==> config.mk <==
export PLATFORM = sky130hd
export DESIGN_NAME = wheel_tick_speed_odometer
export DESIGN_NICKNAME = d
export VERILOG_FILES = /design/src/rtl/core/wtso_pkg.sv /design/src/rtl/core/wtso_ram.sv /design/src/rtl/core/wtso_div.sv /design/src/rtl/core/wheel_tick_speed_odometer.sv
export SDC_FILE = /design/constraint.sdc
export NUM_CORES = 2
export LEC_CHECK = 0
export ABC_CLOCK_PERIOD_IN_PS = 9700
export BUFFER_PORTS_ARGS = -buffer_cell sky130_fd_sc_hd__buf_4
export CAP_MARGIN = 20
export CORE_UTILIZATION = 40
export DETAILED_ROUTE_END_ITERATION = 8
export PLACE_DENSITY = 0.52
export SKIP_LAST_GASP = 1
export SYNTH_ARGS = -nofsm -noshare
export SYNTH_HDL_FRONTEND = slang
export SYNTH_SLANG_ARGS = --single-unit
==> constraint.sdc <==
create_clock -name clk -period 9.7 [get_ports clk]
set_input_delay 1.455 -clock clk [delete_from_list [all_inputs] [get_ports clk]]
set_output_delay 1.455 -clock clk [all_outputs]
set_load 0.005 [all_outputs]
==> src/rtl/core/wtso_pkg.sv <==
// ----------------------------------------------------------------------------
// wtso_pkg
// Shared types and constants of the wheel tick speed and odometer block.
// ----------------------------------------------------------------------------
package wtso_pkg;

	// operation codes
	localparam logic OP_TICK   = 1'b0;
	localparam logic OP_REPORT = 1'b1;

	// configuration register indexes
	localparam int            CFG_IDX_W    = 1;
	localparam int            CFG_DATA_W   = 16;
	localparam logic [CFG_IDX_W-1:0] REG_CIRC     = 1'd0;
	localparam logic [CFG_IDX_W-1:0] REG_INTERVAL = 1'd1;

	localparam int CIRC_W     = 12;
	localparam int INTERVAL_W = 16;
	localparam logic [INTERVAL_W-1:0] INTERVAL_RESET = 16'd50;

	localparam int TIME_W   = 32;
	localparam int WIN_W    = 8;
	localparam int LIMIT_W  = 18;   // 255 s * 1000 fits in 18 bits
	localparam int SPEED_W  = 16;
	localparam int INCHES_W = 32;
	localparam int MILES_W  = 17;

	// count * circumference in 1/16 inch
	localparam int INCH_PROD_W = TIME_W + CIRC_W;

	// speed_q8 = n * circ_q4 * 10000 / (11 * elapsed); 0.0176 in/ms per mph folded in
	localparam int SCALE_W = 14;
	localparam logic [SCALE_W-1:0] SPEED_SCALE = 14'd10000;
	localparam int DEN_W = 36;
	localparam logic [DEN_W-1:0] SPEED_DEN_MUL = 36'd11;

	localparam logic [LIMIT_W-1:0] MS_PER_SECOND   = 18'd1000;

	// miles by reciprocal: 63360 = 2^7 * 495, so
	// x / 63360 = ((x >> 7) * ceil(2^34 / 495)) >> 34, exact for any 32-bit x
	localparam int MILE_PRE_SHIFT  = 7;
	localparam int MILE_POST_SHIFT = 34;
	localparam int MILE_RECIP_W    = 26;
	localparam logic [MILE_RECIP_W-1:0] MILE_RECIP = 26'd34706807;
	localparam int MILE_PROD_W = INCHES_W - MILE_PRE_SHIFT + MILE_RECIP_W;

	typedef struct packed {
		logic              operation;
		logic [TIME_W-1:0] now_ms;
		logic [WIN_W-1:0]  window_seconds;
	} in_item_t;

	typedef struct packed {
		logic                tick_accepted;
		logic [SPEED_W-1:0]  speed_mph_q8;
		logic [INCHES_W-1:0] total_inches;
		logic [MILES_W-1:0]  total_miles;
	} out_item_t;

endpackage

==> src/rtl/core/wtso_ram.sv <==
// ----------------------------------------------------------------------------
// wtso_ram
// Generic single-write, single-read RAM with a registered read port.
// ----------------------------------------------------------------------------
module wtso_ram #(
	parameter int WIDTH = 32,
	parameter int DEPTH = 32
) (
	input  logic                     clk,
	input  logic                     we,
	input  logic [$clog2(DEPTH)-1:0] waddr,
	input  logic [WIDTH-1:0]         wdata,
	input  logic [$clog2(DEPTH)-1:0] raddr,
	output logic [WIDTH-1:0]         rdata
);

	logic [WIDTH-1:0] mem [DEPTH];

	always_ff @(posedge clk) begin
		if (we) begin
			mem[waddr] <= wdata;
		end
		rdata <= mem[raddr];
	end

endmodule

==> src/rtl/core/wtso_div.sv <==
// ----------------------------------------------------------------------------
// wtso_div
// Restoring radix-2 unsigned divider, one quotient bit per cycle.
// ----------------------------------------------------------------------------
module wtso_div
	import wtso_pkg::*;
#(
	parameter int NW = 32,
	parameter int DW = 36
) (
	input  logic          clk,
	input  logic          arst_n,
	input  logic          start,
	input  logic [NW-1:0] num,
	input  logic [DW-1:0] den,
	output logic          done,
	output logic [NW-1:0] quot
);

	localparam int CNT_W = $clog2(NW + 1);

	logic             busy_q;
	logic             done_q;
	logic [CNT_W-1:0] cnt_q;
	logic [DW-1:0]    den_q;
	logic [DW-1:0]    rem_q;
	logic [NW-1:0]    quo_q;
	logic [DW:0]      rem_sh;
	logic [DW:0]      rem_sub;
	logic             ge;

	assign rem_sh  = {rem_q, quo_q[NW-1]};
	assign ge      = rem_sh >= {1'b0, den_q};
	assign rem_sub = rem_sh - {1'b0, den_q};

	always_ff @(posedge clk or negedge arst_n) begin
		if (!arst_n) begin
			busy_q <= 1'b0;
			done_q <= 1'b0;
			cnt_q  <= '0;
		end else begin
			done_q <= 1'b0;
			if (start) begin
				busy_q <= 1'b1;
				cnt_q  <= '0;
			end else if (busy_q) begin
				cnt_q <= cnt_q + 1'b1;
				if (cnt_q == CNT_W'(NW - 1)) begin
					busy_q <= 1'b0;
					done_q <= 1'b1;
				end
			end
		end
	end

	// datapath: shift the dividend out, the quotient in
	always_ff @(posedge clk) begin
		if (start) begin
			den_q <= den;
			rem_q <= '0;
			quo_q <= num;
		end else if (busy_q) begin
			rem_q <= ge ? rem_sub[DW-1:0] : rem_sh[DW-1:0];
			quo_q <= {quo_q[NW-2:0], ge};
		end
	end

	assign done = done_q;
	assign quot = quo_q;

endmodule

==> src/rtl/core/wheel_tick_speed_odometer.sv <==
// ----------------------------------------------------------------------------
// wheel_tick_speed_odometer
// Wheel tick filter, speed over a time window, and odometer totals.
// ----------------------------------------------------------------------------
// The block handles one item at a time and returns exactly one result per
// item. A tick item (operation 0) is stored when at least min_tick_interval_ms
// have passed since the newest stored tick (or since time zero when the ring
// is empty); a report item (operation 1) walks the timestamp ring back from
// the newest tick and returns the speed in 1/256 mph over the requested
// window. Both give total inches and whole miles taken after the item. Tick
// timestamps live in a RING_DEPTH-entry synchronous RAM; fill count, write
// position and the tick count are flip-flops, so no clearing pass is needed
// after reset. A report runs a speed division only when the walk finds a
// tick in the window and a nonzero elapsed time; a report on an empty ring
// skips the walk. The serial divider is NW bits wide (32 for RING_DEPTH 32).
// The run time of an item is set by the serial divider (one quotient bit per
// cycle, used for speed only; miles come from a reciprocal multiplication)
// and by the ring walk, which reads one entry per cycle. A stalled output
// holds a finished item in its last state until the output register is
// free. in_stall is low only while the block is idle; a finished result
// waits in the output register while the next item is taken in.
// ----------------------------------------------------------------------------
module wheel_tick_speed_odometer
	import wtso_pkg::*;
#(
	parameter int RING_DEPTH = 32
) (
	input  logic                  clk,
	input  logic                  arst_n,
	// input channel
	input  logic                  in_valid,
	output logic                  in_stall,
	input  in_item_t              in_item,
	// output channel
	output logic                  out_valid,
	input  logic                  out_stall,
	output out_item_t             out_item,
	// configuration
	input  logic                  cfg_we,
	input  logic [CFG_IDX_W-1:0]  cfg_index,
	input  logic [CFG_DATA_W-1:0] cfg_data
);

	localparam int AW     = $clog2(RING_DEPTH);
	localparam int FILL_W = $clog2(RING_DEPTH + 1);
	localparam int P1_W   = FILL_W + CIRC_W;
	localparam int SPD_NW = P1_W + SCALE_W;
	localparam int NW     = SPD_NW;

	// sequencer states
	localparam logic [3:0] S_IDLE    = 4'd0;
	localparam logic [3:0] S_PRIME   = 4'd1;
	localparam logic [3:0] S_TICK    = 4'd2;
	localparam logic [3:0] S_WALK    = 4'd3;
	localparam logic [3:0] S_MUL1    = 4'd4;
	localparam logic [3:0] S_MUL2    = 4'd5;
	localparam logic [3:0] S_SPDDIV  = 4'd6;
	localparam logic [3:0] S_INCH1   = 4'd7;
	localparam logic [3:0] S_INCH2   = 4'd8;
	localparam logic [3:0] S_MILES   = 4'd9;
	localparam logic [3:0] S_DONE    = 4'd10;

	// configuration registers
	logic [CIRC_W-1:0]     circ_q;
	logic [INTERVAL_W-1:0] min_ivl_q;

	// ring bookkeeping and odometer
	logic [AW-1:0]     head_q;
	logic [FILL_W-1:0] fill_q;
	logic [TIME_W-1:0] count_q;

	// per-item working registers
	logic [3:0]         state_q;
	in_item_t           item_q;
	logic [LIMIT_W-1:0] limit_q;
	logic [AW-1:0]      rd_ptr_q;
	logic [FILL_W-1:0]  gone_q;
	logic [TIME_W-1:0]  elapsed_q;
	logic [P1_W-1:0]    prod1_q;
	logic               acc_q;
	logic [SPEED_W-1:0] speed_q;
	logic [INCH_PROD_W-1:0] inch_prod_q;
	logic [INCHES_W-1:0]    inches_q;
	logic [MILES_W-1:0]     miles_q;
	logic               div_start_q;
	logic [NW-1:0]      div_num_q;
	logic [DEN_W-1:0]   div_den_q;
	logic               out_valid_q;
	out_item_t          out_q;

	// RAM and divider hookup
	logic              ram_we;
	logic [TIME_W-1:0] ram_rdata;
	logic              div_done;
	logic [NW-1:0]     div_quot;

	// combinational helpers
	logic [AW-1:0]     newest_ptr;
	logic [AW-1:0]     rd_ptr_dec;
	logic [AW-1:0]     head_inc;
	logic [TIME_W-1:0] last_time;
	logic [TIME_W-1:0] since_last;
	logic              tick_ok;
	logic [TIME_W-1:0] walk_elapsed;
	logic              walk_stop_old;
	logic [FILL_W:0]   gone_inc;
	logic              out_free;
	logic [MILE_PROD_W-1:0] mile_prod;

	assign newest_ptr = (head_q == '0) ? AW'(RING_DEPTH - 1) : head_q - 1'b1;
	assign rd_ptr_dec = (rd_ptr_q == '0) ? AW'(RING_DEPTH - 1) : rd_ptr_q - 1'b1;
	assign head_inc   = (head_q == AW'(RING_DEPTH - 1)) ? '0 : head_q + 1'b1;

	// an empty ring counts as a last tick at time zero
	assign last_time  = (fill_q != '0) ? ram_rdata : '0;
	assign since_last = item_q.now_ms - last_time;
	assign tick_ok    = since_last >= {{(TIME_W - INTERVAL_W){1'b0}}, min_ivl_q};

	assign walk_elapsed  = item_q.now_ms - ram_rdata;
	assign walk_stop_old = walk_elapsed >= {{(TIME_W - LIMIT_W){1'b0}}, limit_q};
	assign gone_inc      = {1'b0, gone_q} + 1'b1;

	// whole miles: drop the factor 2^7 of 63360, then multiply by 1/495
	assign mile_prod = MILE_PROD_W'(inches_q[INCHES_W-1:MILE_PRE_SHIFT])
		* MILE_PROD_W'(MILE_RECIP);

	assign ram_we   = (state_q == S_TICK) && tick_ok;
	assign out_free = !out_valid_q || !out_stall;

	assign in_stall  = (state_q != S_IDLE);
	assign out_valid = out_valid_q;
	assign out_item  = out_q;

	wtso_ram #(
		.WIDTH(TIME_W),
		.DEPTH(RING_DEPTH)
	) u_ring (
		.clk  (clk),
		.we   (ram_we),
		.waddr(head_q),
		.wdata(item_q.now_ms),
		.raddr(rd_ptr_q),
		.rdata(ram_rdata)
	);

	wtso_div #(
		.NW(NW),
		.DW(DEN_W)
	) u_div (
		.clk   (clk),
		.arst_n(arst_n),
		.start (div_start_q),
		.num   (div_num_q),
		.den   (div_den_q),
		.done  (div_done),
		.quot  (div_quot)
	);

	// Configuration writes; an index beyond the list is dropped.
	always_ff @(posedge clk or negedge arst_n) begin
		if (!arst_n) begin
			circ_q    <= '0;
			min_ivl_q <= INTERVAL_RESET;
		end else if (cfg_we) begin
			case (cfg_index)
				REG_CIRC:     circ_q    <= cfg_data[CIRC_W-1:0];
				REG_INTERVAL: min_ivl_q <= cfg_data[INTERVAL_W-1:0];
				default: ;
			endcase
		end
	end

	// Control: sequencer, ring bookkeeping, tick count, output valid.
	always_ff @(posedge clk or negedge arst_n) begin
		if (!arst_n) begin
			state_q     <= S_IDLE;
			head_q      <= '0;
			fill_q      <= '0;
			count_q     <= '0;
			div_start_q <= 1'b0;
			out_valid_q <= 1'b0;
		end else begin
			div_start_q <= 1'b0;
			if (out_valid_q && !out_stall) begin
				out_valid_q <= 1'b0;
			end
			case (state_q)
				S_IDLE: begin
					if (in_valid) begin
						state_q <= S_PRIME;
					end
				end
				S_PRIME: begin
					// newest entry is being read; an empty ring skips the walk
					if (item_q.operation == OP_TICK) begin
						state_q <= S_TICK;
					end else if (fill_q == '0) begin
						state_q <= S_INCH1;
					end else begin
						state_q <= S_WALK;
					end
				end
				S_TICK: begin
					if (tick_ok) begin
						head_q <= head_inc;
						if (fill_q != FILL_W'(RING_DEPTH)) begin
							fill_q <= fill_q + 1'b1;
						end
						if (count_q != '1) begin
							count_q <= count_q + 1'b1;
						end
					end
					state_q <= S_INCH1;
				end
				S_WALK: begin
					if (walk_stop_old || (gone_inc >= {1'b0, fill_q})) begin
						state_q <= S_MUL1;
					end
				end
				S_MUL1: begin
					if ((gone_q == '0) || (elapsed_q == '0)) begin
						state_q <= S_INCH1;
					end else begin
						state_q <= S_MUL2;
					end
				end
				S_MUL2: begin
					div_start_q <= 1'b1;
					state_q     <= S_SPDDIV;
				end
				S_SPDDIV: begin
					if (div_done) begin
						state_q <= S_INCH1;
					end
				end
				S_INCH1: begin
					state_q <= S_INCH2;
				end
				S_INCH2: begin
					state_q <= S_MILES;
				end
				S_MILES: begin
					state_q <= S_DONE;
				end
				S_DONE: begin
					// hold until the output register is free
					if (out_free) begin
						out_valid_q <= 1'b1;
						state_q     <= S_IDLE;
					end
				end
				default: begin
					state_q <= S_IDLE;
				end
			endcase
		end
	end

	// Datapath registers.
	always_ff @(posedge clk) begin
		case (state_q)
			S_IDLE: begin
				if (in_valid) begin
					item_q   <= in_item;
					limit_q  <= LIMIT_W'(in_item.window_seconds) * MS_PER_SECOND;
					rd_ptr_q <= newest_ptr;
					gone_q   <= '0;
					acc_q    <= 1'b0;
					speed_q  <= '0;
				end
			end
			S_PRIME: begin
				// prefetch the next older entry
				rd_ptr_q <= rd_ptr_dec;
			end
			S_TICK: begin
				acc_q <= tick_ok;
			end
			S_WALK: begin
				// data holds the entry gone_q back from the newest
				rd_ptr_q  <= rd_ptr_dec;
				elapsed_q <= walk_elapsed;
				if (!walk_stop_old) begin
					gone_q <= gone_inc[FILL_W-1:0];
				end
			end
			S_MUL1: begin
				prod1_q <= P1_W'(gone_q) * P1_W'(circ_q);
			end
			S_MUL2: begin
				div_num_q <= NW'(SPD_NW'(prod1_q) * SPD_NW'(SPEED_SCALE));
				div_den_q <= {{(DEN_W - TIME_W){1'b0}}, elapsed_q} * SPEED_DEN_MUL;
			end
			S_SPDDIV: begin
				if (div_done) begin
					speed_q <= (div_quot[NW-1:SPEED_W] != '0) ? '1 : div_quot[SPEED_W-1:0];
				end
			end
			S_INCH1: begin
				inch_prod_q <= INCH_PROD_W'(count_q) * INCH_PROD_W'(circ_q);
			end
			S_INCH2: begin
				// drop the sixteenths and saturate
				if (inch_prod_q[INCH_PROD_W-1:INCHES_W+4] != '0) begin
					inches_q <= '1;
				end else begin
					inches_q <= inch_prod_q[INCHES_W+3:4];
				end
			end
			S_MILES: begin
				miles_q <= mile_prod[MILE_POST_SHIFT +: MILES_W];
			end
			S_DONE: begin
				if (out_free) begin
					out_q.tick_accepted <= acc_q;
					out_q.speed_mph_q8  <= speed_q;
					out_q.total_inches  <= inches_q;
					out_q.total_miles   <= miles_q;
				end
			end
			default: ;
		endcase
	end

	// ------------------------------------------------------------------
	// Assertions
	// ------------------------------------------------------------------
	a_fill_bound: assert property (@(posedge clk) disable iff (!arst_n)
		fill_q <= FILL_W'(RING_DEPTH))
		else $error("ring fill count beyond ring depth");

	a_result_from_done: assert property (@(posedge clk) disable iff (!arst_n)
		$rose(out_valid_q) |-> $past(state_q == S_DONE))
		else $error("result raised outside the finishing state");

	a_div_done_waited: assert property (@(posedge clk) disable iff (!arst_n)
		div_done |-> (state_q == S_SPDDIV))
		else $error("divider finished while nobody waits for it");

	a_tick_no_speed: assert property (@(posedge clk) disable iff (!arst_n)
		(out_valid_q && out_q.tick_accepted) |-> (out_q.speed_mph_q8 == '0))
		else $error("stored tick carries a speed");

endmodule
# Word level (Yosys, flattened, before mapping)
# Memory sizes are Yosys's and may differ from the RTL's. A register that Yosys moved wholly into a read port is not among the register bits.
# Cells that the tools add are included.
# op_classes
order_cmp	4
n_reduce_logical	35
bitwise	1
muxes	40
n_eq_ne	19
n_addsub	10
n_mul	6
# op_table
operator	count
$mux W32	3
$sub A32 B32 Y32	2
$mul A25 B26 Y51 const B	1
$mux W16	3
$mul A32 B12 Y44	1
$pmux W4 S11	1
$ge A37 B36 Y1	1
$mul A32 B4 Y36 const B	1
$mux W36	1
$sub A36 B36 Y36	1
$add A32 B1 Y32 const B	1
$ge A32 B16 Y1	1
$ge A32 B18 Y1	1
$logic_not A32 Y1	1
$ne A32 B32 Y1 const B	1
$pmux W16 S2	1
$mul A18 B10 Y28 const B	1
$mux W6	4
$mux W5	4
$mul A6 B12 Y18	1
$eq A4 B3 Y1 const B	4
$mux W4	4
$reduce_bool A16 Y1	1
$mul A8 B7 Y15 const B	1
34 further kinds	74
# word_totals
elab_cells	149
out_inout_bits	68
register_bits	538
ramBits	1024
mem_count	1
input_bits	63
# memory_table
memory	depth	word_bits	read_ports	rd_clocked_by_memory_dff	wr	line_no	text
u_ring.mem	32	32	1	1	1	wtso_ram.sv:17	logic [WIDTH-1:0] mem [DEPTH];

# Depth between registers and ports, before layout
# logic_depth
depth_word	7
ltp_mapped	29
ltp_nobuf	27

# Cells and area by module
# Synthesis repeated with hierarchy kept, for this count alone.
# unflattened
hier_cells	7826
hier_area_um2	96837.9
# by_module_without_submodules
module	seq_area_each_um2	area_per_inst_um2	cells_per_inst	instances
wheel_tick_speed_odometer	12290.5	49826.5	4927	1
wtso_ram	31390.1	40485.1	2260	1
wtso_div	2962.8	6526.3	639	1

# Worst setup path before layout
# Ideal clock, no wire load.
# synth_timing
path_kind	input-to-reg
startpoint	in out_stall
endpoint	reg out_q (netlist bit out_item[0]), enable pin
arrival_ns	6.281
n_path_buf	0
t_required_ns	9.115
setup_slack_ns	2.834
setup_ns	0.585
stages	2
path_cell_list	nand2_1 nor3b_1
# synth_between
elab_chain_cells	3
# synth_lines
item	line_no	text
from (decl)	wheel_tick_speed_odometer.sv:36	input logic out_stall,
$logic_not A1 Y1	wheel_tick_speed_odometer.sv:128	assign out_free = !out_valid_q || !out_stall;
$logic_or A1 B1 Y1	wheel_tick_speed_odometer.sv:128	
$reduce_and A2 Y1 (no source line)	n/a	
to (decl)	wheel_tick_speed_odometer.sv:89	out_item_t out_q;
# No other way between the ends.
# A chain may end at the register's enable or synchronous reset.

# Worst setup path after layout
# layout_timing
startpoint	reg fill_q[0]
endpoint	mem u_ring.mem[27][1], enable pin
# layout_between
elab_chain_cells	7
# layout_lines
item	line_no	text
from (decl)	wheel_tick_speed_odometer.sv:69	logic [FILL_W-1:0] fill_q;
from (signal assigned)	wheel_tick_speed_odometer.sv:207	fill_q <= fill_q + 1'b1;
$reduce_bool A6 Y1	wheel_tick_speed_odometer.sv:115	assign last_time = (fill_q != '0) ? ram_rdata : '0;
$mux W32	wheel_tick_speed_odometer.sv:115	
$sub A32 B32 Y32	wheel_tick_speed_odometer.sv:116	assign since_last = item_q.now_ms - last_time;
$ge A32 B16 Y1	wheel_tick_speed_odometer.sv:117	assign tick_ok = since_last >= {{(TIME_W - INTERVAL_W){1'b0}}, min_ivl_q};
$logic_and A1 B1 Y1	wheel_tick_speed_odometer.sv:127	assign ram_we = (state_q == S_TICK) && tick_ok;
$mux W1	wtso_ram.sv:20	if (we) begin
$mux W1 (implied by the code)	wtso_ram.sv:21	mem[waddr] <= wdata;
to (decl)	wtso_ram.sv:17	
# No other way between the ends.

==> impl_results.md <==
- Adder and majority gate portion of the synthesized area: 22.8%
- Total global routing overflow: 0
- CTS tree: built
- Clock root buffer: clkbuf_16
- Critical path arrival: 8440 ps
- Static leakage: 42.1 nW
- Die Wd: between 400 and 500 um
- Die Y: around 490 um
- Startpoint types: register
- Setup Buffers After CTS: 0
- Syn avg cell area: 13.6 um^2
- Simple-gate share of the synthesized area: 6.70%
- Via density: between 5 and 6
- Mux cell area share after synthesis: 9.08%
- Asr flop ratio synth: under 10%
- Multi-input logic area: 44100 um^2
- Vias in the first global route: between 50000 and 60000
- Largest stage delay on the critical path: roughly 800 ps
- CTS max path bufs: 3
- Setup WS post-layout: 1720 ps
- Post-cts resize count: 0
- CP max FO: 32
- Max-capacitance violation count: 0
- Area Overhead vs Synth: 11.7%
- Clock transition at the registers of the reported paths: roughly 60 ps
- CP max stage cell: nand3_1
- Final hold slack: 396 ps
- Fill count: 21300
- RSZ-0062 raised after global routing: no
- Complex-gate fraction of the synthesized area: 5.12%
- Die ar.: 241000 um^2
- P_int: 20.0 mW
- GRT Resource Usage Total: 20.8%
- Placer Congestion: 0.878
- Residual DRC: 0
- Clock sinks: 1590
- Library cell with the largest summed area after synthesis: edfxtp_1
- 1st-iter DRT viols: 4222
- Slew HR: 23.2%
- Outcome: finished clean
- Share of layout cells above drive strength 1: 13.7%
- Clk_lat worst skew: approximately 870 ps
- Switching fraction of total power: 38.4%
- Power Dens Cells: 304 nW/um^2
- Syn Inst Count: 7029
- Initial Utilization: 40.2%
- CP required: 10150 ps
- Clock power share: around a fifth
- Register bit total from synthesis: 1590
- Initial antenna violation count: 22
- Comb pwr share: 49.3%
- H-tree levels: 4
- Rows: 179
- CP Cell Sequence: inv_1, ha_1, nor4b_1, nand2_1, buf_4, nand2_1, ha_1, a21o_1, a21oi_1, nor3b_1, a211oi_1, o31a_1, xor2_1, ha_1, a21oi_1, o2111ai_1, or4_1, or4_1, a2111o_1, nor4_2, o2111ai_1, or4_1, nand3_1, nor2_4
- Via count: 55600
- YS warnings: 0
- Worst hold path class: reg2reg
- Largest family of logic cells by synthesized area: adder cells
- Post-synth top cells: edfxtp_1, inv_1, ha_1, fa_1, nand2_1
- CP endpoint kind: register
- Slew Limit Fails: 0
- Final setup fails: 0
- First-pass GRT wire length: around 370000 um
- # hold bufs at CTS: 0
- DP Worst Slack: 1860 ps
- Distinct cells, synth: 84
- Worst Path Class, Setup: reg2reg
- Final Non-Filler Cells: 10500
- Syn Nets: 8435
- Ranking of synthesized cells by area: edfxtp_1, fa_1, ha_1
- Final wirelength: 247000 um
- Minimum clock period: 7980 ps
- Sequential area share after synthesis: 48.8%
- Most frequent cell after synthesis: edfxtp_1
- Nets: 8590
- Sequential share of power: 29.4%
- Most common flop cell mapped by yosys: edfxtp_1
- Switching power: between 10 and 15 mW
- Post-Synth XOR/XNOR Area: 2.17%
- Tcrit/Tclk final: between 80 and 90%
- DR pass1 iterations: 6
- CTS buffer count: about 180
- VDD IR max: 0.607 mV
- Final ANT Viol Nets: 0
- Top cell type's share of synthesized area: 45.2%
- Seq. cell area: 46700 um^2
- Post-Syn Area: 95500 um^2
- Port buffer count: 130
- Final instance area: ~110000 um^2
- Final hold viol count: 0
- Placed Area: roughly 100000 um^2
- Post-synth EDFFs: 1437
- Final setup TNS: 0 ps
- Routed WL per cell: between 20 and 25 um
- Slew @ Worst Pin: 1150 ps
- Max frequency: 125 MHz
- Largest net degree at the start of global routing: 160
- Clock Skews: 65.6 ps
- Ports: approximately 130
- Post-Place Cells: 10200
- CORE AREA: 238000 um^2
- Hpwl dp: 176000 um
==> through the flow <==
| step | utilization [%] | power, mW |
|---|---|---|
| floorplan | - | 21.7 |
| global placement | 42.2 | 25.6 |
| detailed placement | 42.3 | 25.7 |
| CTS | 44.8 | 32.7 |
| global route | 44.9 | 35.0 |
| finish | 44.9 | 32.4 |
==> routing by layer <==
metal	track usage, %	vias up	wire [um]
met2	34.1	1371	118000
li1	-	25000	-
met1	28.3	28900	108000
met5	0	-	24
met3	2.71	342	11600
met4	7.36	4	9140
==> cells by family (layout without fill, tap and decap cells) <==
family,Yosys count,in the layout
AO/OA/AOI/OAI,749,749
XOR/XNOR,237,237
adder cells (fa/ha/maj),1343,1343
buffers and inverters,1341,1641
flip-flops,1590,1590
multiplexers,454,454
other,0,5
AND/OR/NAND/NOR,1315,1315
==> power groups by stage <==
stage | combinational, mW | sequential [mW] | clock [mW]
floorplan | 12.3 | 9.39 | 0
global placement | 15.9 | 9.67 | 0
detailed placement | 16.0 | 9.68 | 0
CTS | 16.1 | 9.54 | 7.06
global route | 18.1 | 9.60 | 7.30
finish | 16.0 | 9.52 | 6.90
==> path summary, 6_finish.rpt <==
| check | from | to | slack, ps | depth (start not counted) |
|---|---|---|---|---|
| worst max-delay path | fill_q[0] | u_ring.mem[27][1] | 1720 | 24 |
| worst min-delay path | div_den_q[9] | u_div.den_q[9] | 400 | 0 |
| worst max register to register | fill_q[0] | u_ring.mem[27][1] | 1720 | 24 |
| worst min register to register | div_den_q[9] | u_div.den_q[9] | 400 | 0 |
| max in group asynchronous | arst_n | circ_q[1] | 7900 | 2 |
| min in group asynchronous | arst_n | div_start_q | 560 | 1 |
==> placed cells by master, fill, tap and decap left out, drive strengths merged, types with 38 or more instances in the layout <==
| cell | n |
|---|---|
| xor2 | 51 |
| clkbuf | 212 |
| nand3 | 81 |
| fa | 658 |
| nor3 | 61 |
| xnor2 | 186 |
| mux4 | 320 |
| dfrtp | 82 |
| nor2b | 52 |
| dfxtp | 68 |
| edfxtp | 1437 |
| inv | 1107 |
| a21o | 111 |
| or2 | 42 |
| a21oi | 218 |
| nand2 | 443 |
| clkinv | 77 |
| o21bai | 41 |
| mux2 | 97 |
| a31oi | 38 |
| nand4 | 50 |
| o21ai | 118 |
| buf | 214 |
| nor2 | 252 |
| o21a | 44 |
| a211oi | 50 |
| ha | 685 |
| and2 | 180 |
==> final cells by class <==
| class | count | share of cell area (%) |
|---|---|---|
| sequential | 1590 | 43.7 |
| multi-input combinational | 4098 | 41.3 |
| clock buffer | 212 | 4.35 |
| inverter | 1105 | 3.89 |
| tap | 3167 | 3.72 |
| timing repair buffer | 214 | 1.67 |
| clock inverter | 110 | 1.30 |
| antenna | 5 | 0.0117 |
==> sequential cells by signal, indices dropped and copies added (netlist names), 15 cells and up <==
register / flops
elapsed_q: 32
u_div.rem_q: 36
count_q: 32
out_item: 66
u_ring.mem: 1024
limit_q: 15
u_div.den_q: 36
miles_q: 17
u_ring.rdata: 32
item_q: 33
div_den_q: 36
prod1_q: 18
div_num_q: 28
inch_prod_q: 40
min_ivl_q: 16
u_div.quot: 32
speed_q: 16
inches_q: 32
==> critical path: cells and delay by family (launching register included) <==
kind / cells / cell delay, ps
compound gates: 8 / 1560
xor+xnor: 1 / 160
fa+ha+maj: 3 / 600
buf+inv: 2 / 450
flops: 1 / 420
simple gates: 10 / 4360
(Power assumes the default switching activity.)
